**src/sv/pdg_pkg.sv**
```systemverilog
`default_nettype none

package pdg_pkg;

    localparam int FIX_W    = 32;
    localparam int TIME_W   = 17;
    localparam int COEF_W   = 31;
    localparam int LIFE_W   = 8;
    localparam int TT_W     = 18;
    localparam int SUM_W    = 64;
    localparam int ROOT_W   = SUM_W / 2;
    localparam int QUO_W    = 63;
    localparam int SQRT_LAT = ROOT_W;
    localparam int DIV_LAT  = QUO_W;
    localparam int HEAD_LAT = 3;
    localparam int TAIL_LAT = 5;
    localparam int PIPE_LAT = HEAD_LAT + SQRT_LAT + DIV_LAT + TAIL_LAT;
    localparam int CFG_IDX_W = 3;

    localparam logic [TIME_W-1:0] RST_TIME_STEP = TIME_W'(6554);
    localparam logic [COEF_W-1:0] RST_GRAVITY   = COEF_W'(642253);
    localparam logic [COEF_W-1:0] RST_DRAG_C    = COEF_W'(2621);
    localparam logic [COEF_W-1:0] RST_DRAG_L    = COEF_W'(328);
    localparam logic [COEF_W-1:0] RST_DRAG_Q    = COEF_W'(197);
    localparam logic signed [FIX_W-1:0] RST_LAT_GAIN = -32'sd65536;
    localparam logic signed [FIX_W-1:0] RST_FLOOR    = 32'sd655360;
    localparam logic [LIFE_W-1:0] RST_LIFE_FLOOR = LIFE_W'(10);
    localparam logic [TT_W-1:0] RST_TT = TT_W'((6554 * 6554) >> 16);

    typedef enum logic [CFG_IDX_W-1:0] {
        CFG_TIME_STEP,
        CFG_GRAVITY,
        CFG_DRAG_CONSTANT,
        CFG_DRAG_LINEAR,
        CFG_DRAG_QUADRATIC,
        CFG_LATERAL_GAIN,
        CFG_FLOOR_HEIGHT,
        CFG_LIFE_FLOOR
    } cfg_idx_t;

    typedef struct packed {
        logic signed [FIX_W-1:0] pos_x;
        logic signed [FIX_W-1:0] pos_y;
        logic signed [FIX_W-1:0] pos_z;
        logic signed [FIX_W-1:0] vel_x;
        logic signed [FIX_W-1:0] vel_y;
        logic signed [FIX_W-1:0] vel_z;
        logic [LIFE_W-1:0]       life_left;
        logic                    last_in_burst;
    } particle_t;

    typedef struct packed {
        logic signed [FIX_W-1:0] new_pos_x;
        logic signed [FIX_W-1:0] new_pos_y;
        logic signed [FIX_W-1:0] new_pos_z;
        logic signed [FIX_W-1:0] new_vel_x;
        logic signed [FIX_W-1:0] new_vel_y;
        logic signed [FIX_W-1:0] new_vel_z;
        logic [LIFE_W-1:0]       new_life;
        logic                    alive;
        logic                    burst_end;
    } update_t;

endpackage

`default_nettype wire

```
**src/sv/pdg_sqrt.sv**
```systemverilog
`default_nettype none

module pdg_sqrt (
    input  logic                         clk,
    input  logic [pdg_pkg::SUM_W-1:0]    radicand,
    output logic [pdg_pkg::ROOT_W-1:0]   root
);
    import pdg_pkg::*;

    logic [SUM_W-1:0]  rad_reg  [SQRT_LAT];
    logic [ROOT_W:0]   rem_reg  [SQRT_LAT];
    logic [ROOT_W-1:0] q_reg    [SQRT_LAT];
    logic [SUM_W-1:0]  rad_next [SQRT_LAT];
    logic [ROOT_W:0]   rem_next [SQRT_LAT];
    logic [ROOT_W-1:0] q_next   [SQRT_LAT];
    logic [SUM_W-1:0]  rad_in;
    logic [ROOT_W:0]   rem_in;
    logic [ROOT_W-1:0] q_in;
    logic [ROOT_W+2:0] shifted;
    logic [ROOT_W+2:0] trial;

    // one result bit per stage, two radicand bits per stage
    always_comb
    begin
        rad_in  = '0;
        rem_in  = '0;
        q_in    = '0;
        shifted = '0;
        trial   = '0;
        for (int k = 0; k < SQRT_LAT; k++)
        begin
            if (k == 0)
            begin
                rad_in = radicand;
                rem_in = '0;
                q_in   = '0;
            end
            else
            begin
                rad_in = rad_reg[k-1];
                rem_in = rem_reg[k-1];
                q_in   = q_reg[k-1];
            end
            shifted     = {rem_in, rad_in[SUM_W-1 -: 2]};
            trial       = {1'b0, q_in, 2'b01};
            rad_next[k] = {rad_in[SUM_W-3:0], 2'b00};
            if (shifted >= trial)
            begin
                rem_next[k] = (ROOT_W+1)'(shifted - trial);
                q_next[k]   = {q_in[ROOT_W-2:0], 1'b1};
            end
            else
            begin
                rem_next[k] = (ROOT_W+1)'(shifted);
                q_next[k]   = {q_in[ROOT_W-2:0], 1'b0};
            end
        end
    end

    always_ff @(posedge clk)
    begin
        for (int k = 0; k < SQRT_LAT; k++)
        begin
            rad_reg[k] <= rad_next[k];
            rem_reg[k] <= rem_next[k];
            q_reg[k]   <= q_next[k];
        end
    end

    assign root = q_reg[SQRT_LAT-1];

endmodule

`default_nettype wire

```
**config.mk**
```make
export PLATFORM = sky130hd
export DESIGN_NAME = pdg_sqrt
export DESIGN_NICKNAME = d
export VERILOG_FILES = /design/src/sv/pdg_pkg.sv /design/src/sv/pdg_sqrt.sv
export SDC_FILE = /design/constraint.sdc
export NUM_CORES = 2
export LEC_CHECK = 0
export CAP_MARGIN = 15
export CORE_UTILIZATION = 35
export DETAILED_ROUTE_END_ITERATION = 7
export DONT_BUFFER_PORTS = 1
export HOLD_SLACK_MARGIN = 0.1
export PLACE_DENSITY = 0.55
export SYNTH_ARGS = -nofsm -noshare
export SYNTH_HDL_FRONTEND = slang
export SYNTH_MEMORY_MAX_BITS = 65536
export SYNTH_SLANG_ARGS = --single-unit
export TNS_END_PERCENT = 5
```
**constraint.sdc**
```tcl
create_clock -name clk -period 4 [get_ports clk]
set_clock_uncertainty 0.2 [all_clocks]
set_input_delay 0.4 -clock clk [delete_from_list [all_inputs] [get_ports clk]]
set_output_delay 0.4 -clock clk [all_outputs]
set_load 0.05 [all_outputs]
```
==> metrics.txt <==
largest cells by area after synthesis dfxtp_1, ha_1, xnor2_1, xor2_1, a21oi_1; share of layout cells above drive strength 1 7.478%; Clock Latency Late Sink 840 ps; vias per inst 4.795; Starting Density 35.34%; Hold Path Depth 0; Syn Area/Cell 10.11 sq um; Post-synth EDFFs 0; crit path max fanout 11; critical path class reg -> reg; Multi-input gate area 37,800 sq um; WP buf/inv 1; fill cell total of the finished layout 24,700; Clk network pwr share 37.4%; CP delay by family, top compound AO/OA/AOI/OAI gates; Max Root-Sink Buffers 4; Hold Fails Final Rpt 0; Logic pwr share 15.9%; Worst Hold Class reg -> reg; CTS Sinks 2,495; total length of routed wires 200.4 mm; Synth Cell Area 91,050 sq um; post-synthesis sequential area ratio 54.86%; top cell type's share of synthesized area 54.86%; first-pass GRT wire length 321.6 mm; Post-Synth XOR/XNOR Area 7.465%; Total GRT Usage 14.97%; post-synth net total 9,629; Net Switching 19.21 mW; Max stage delay on crit path 620 ps; Worst Setup Start Kind flip-flop; CTS tree yes; Congestion Overflow GR 0; die width 512.0 um; compound-cell area share of the yosys netlist 12.37%; Syn-to-layout area delta 16.90%; Clock Pin Slew Worst Setup and Hold Paths 60 ps; number of synthesized register bits 2,495; largest family of logic cells by synthesized area simple AND/OR/NAND/NOR gates; status complete, no violations; Post-Synth Adder-Cell Area 7.710%; crit path from q_reg[1][128]; Placed Cells 12,320; crit path DAT 4330 ps; WL/cell 15.48 um; post-synthesis async set-or-reset flop share 0%; RD Place Congestion 0.8882; Die Area 262,200 sq um; Cell Count, Final, Fillers Out 12,950; fin area 106,400 sq um; PwrDens 647.0 nW/um^2; CP Data Required Time 4520 ps; worst r2r path cells 12; largest net degree at the start of global routing 60; Syn. warnings 0; Die Span Y 512.0 um; Slew headroom 35.99%; Fin Hold WS 109.8 ps; worst slew pin tran 951.3 ps; Syn Inst Count 9,003; initial antenna violation count 5; ys flop type dfxtp_1; Register Area 49,950 sq um; setup violators final 0; P_int 49.65 mW; fmax 0.2628 GHz; Post-layout nets 9,982; maxcap violations 0; VDD IR max 0.3974 mV; DP HPWL 151.6 mm; worst-path cell chain inv_1 > ha_1 > o21a_1 > nor2_1 > o21ai_1 > a211oi_1 > o31a_1 > o31a_1 > o21ai_1 > a31o_2 > or4b_2 > xnor2_1; mux contribution to synthesized area 1.046%; clk root buf clkbuf_16; area leader, netlist dfxtp_1; leakage power 49.95 nW; Critical Path End rem_reg[1][194]; RSZ-0062 raised after global routing true; post-layout min period 3806 ps; Final ANT Viol Nets 0; number of global-route vias before repair 61,950; Buffers on Ports 0; critical path depth 12; R2R setup slack 190 ps; sequential share of power 46.6%; most frequent cell after synthesis dfxtp_1; Netlist cell types 92; DRC viols 0; Slew Limit Fails 0; Row Count 186; max reg flops 992; final total power 68.87 mW; vias 62,080; r2r startpoint q_reg[1][128]; Switching Share 27.90%; drt first pass iters 6; Post-Synth Simple-Gate Area 12.76%; CP max stage cell or4b_2; Core Region 257,600 sq um; area of placed instances 95,550 sq um; Iter 0 DRT Violations 3,319; synth cell count leaders dfxtp_1, inv_1, nor2_1; H-Tree Depth 5; post-route clock period utilization 95.14%; R2R Path End rem_reg[1][194]; Ports 97; Setup crit end kind flip-flop; TritonCTS Buffers 275
-- metal layers --
layer  track usage, %  part of all wire (%)
met5                0                     0
met4            5.479                   3.4
met3            2.095                   3.8
met2            26.56                    48
met1            18.29                    44
-- how the worst min path moves through the flow --
stage / start / end / slack, ps
2_1_floorplan: rad_reg[0][36] / rad_reg[0][100] / 110
3_3_place_gp: rad_reg[1][160] / rad_reg[1][224] / 110
3_5_place_dp: rad_reg[0][66] / rad_reg[0][130] / 110
4_1_cts: rad_reg[1][115] / rad_reg[1][179] / 100
5_1_grt: rad_reg[0][654] / rad_reg[0][718] / 100
6_report: rad_reg[0][729] / rad_reg[0][793] / 110
-- cells by family after synthesis --
family                     after synthesis
DFF                                   2495
muxes                                   87
buffers and inverters                  909
xor gates and xnor gates               776
and+or+nand+nor                       2359
other                                    1
adders and majority gates              561
AOI/OAI and AO/OA                     1815
-- power by group through the flow --
stage          Clock, mW  Combinational [mW]  Sequential, mW
6_report            25.8                11.0            32.1
5_1_grt             27.7                12.3            32.6
4_1_cts             26.7                11.0            32.2
3_5_place_dp           0                10.8            32.7
3_3_place_gp           0                10.7            32.7
2_1_floorplan          0                8.40            31.4
-- area by class of cell --
| cell class | instances | share of cell area [%] |
|---|---|---|
| Sequential cell | 2495 | 46.93 |
| Multi-Input combinational cell | 5599 | 35.52 |
| Clock buffer | 361 | 7.234 |
| Tap cell | 3384 | 3.978 |
| Inverter | 741 | 2.613 |
| Timing Repair Buffer | 244 | 2.157 |
| Clock inverter | 122 | 1.571 |
| Antenna cell | 1 | 0.002351 |
-- cell usage in the layout (no fill, tap or decap), drive strengths merged, types with 361 or more instances in the layout --
master and n:
o21ai 434, nand2 591, dfxtp 2495, a21oi 580, xnor2 396, xor2 380
ha 561, inv 754, clkbuf 361, nor2 611
-- repair_timing --
item	CTS	global route
resized for setup	0	10
hold buffers	144	0
setup buffers	0	0
hold endpoints to repair	79	0
setup endpoints to repair	0	60
-- per-stage QoR --
stage          utilization (%)  worst slack (ps)  setup TNS, ps
6_report                 41.31             194.5              0
5_1_grt                  41.31            -1.333         -1.333
4_1_cts                  41.29             84.59              0
3_5_place_dp             37.09             125.5              0
3_3_place_gp             37.09             223.0              0
2_1_floorplan                -             611.7              0
(Power assumes the default switching activity.)
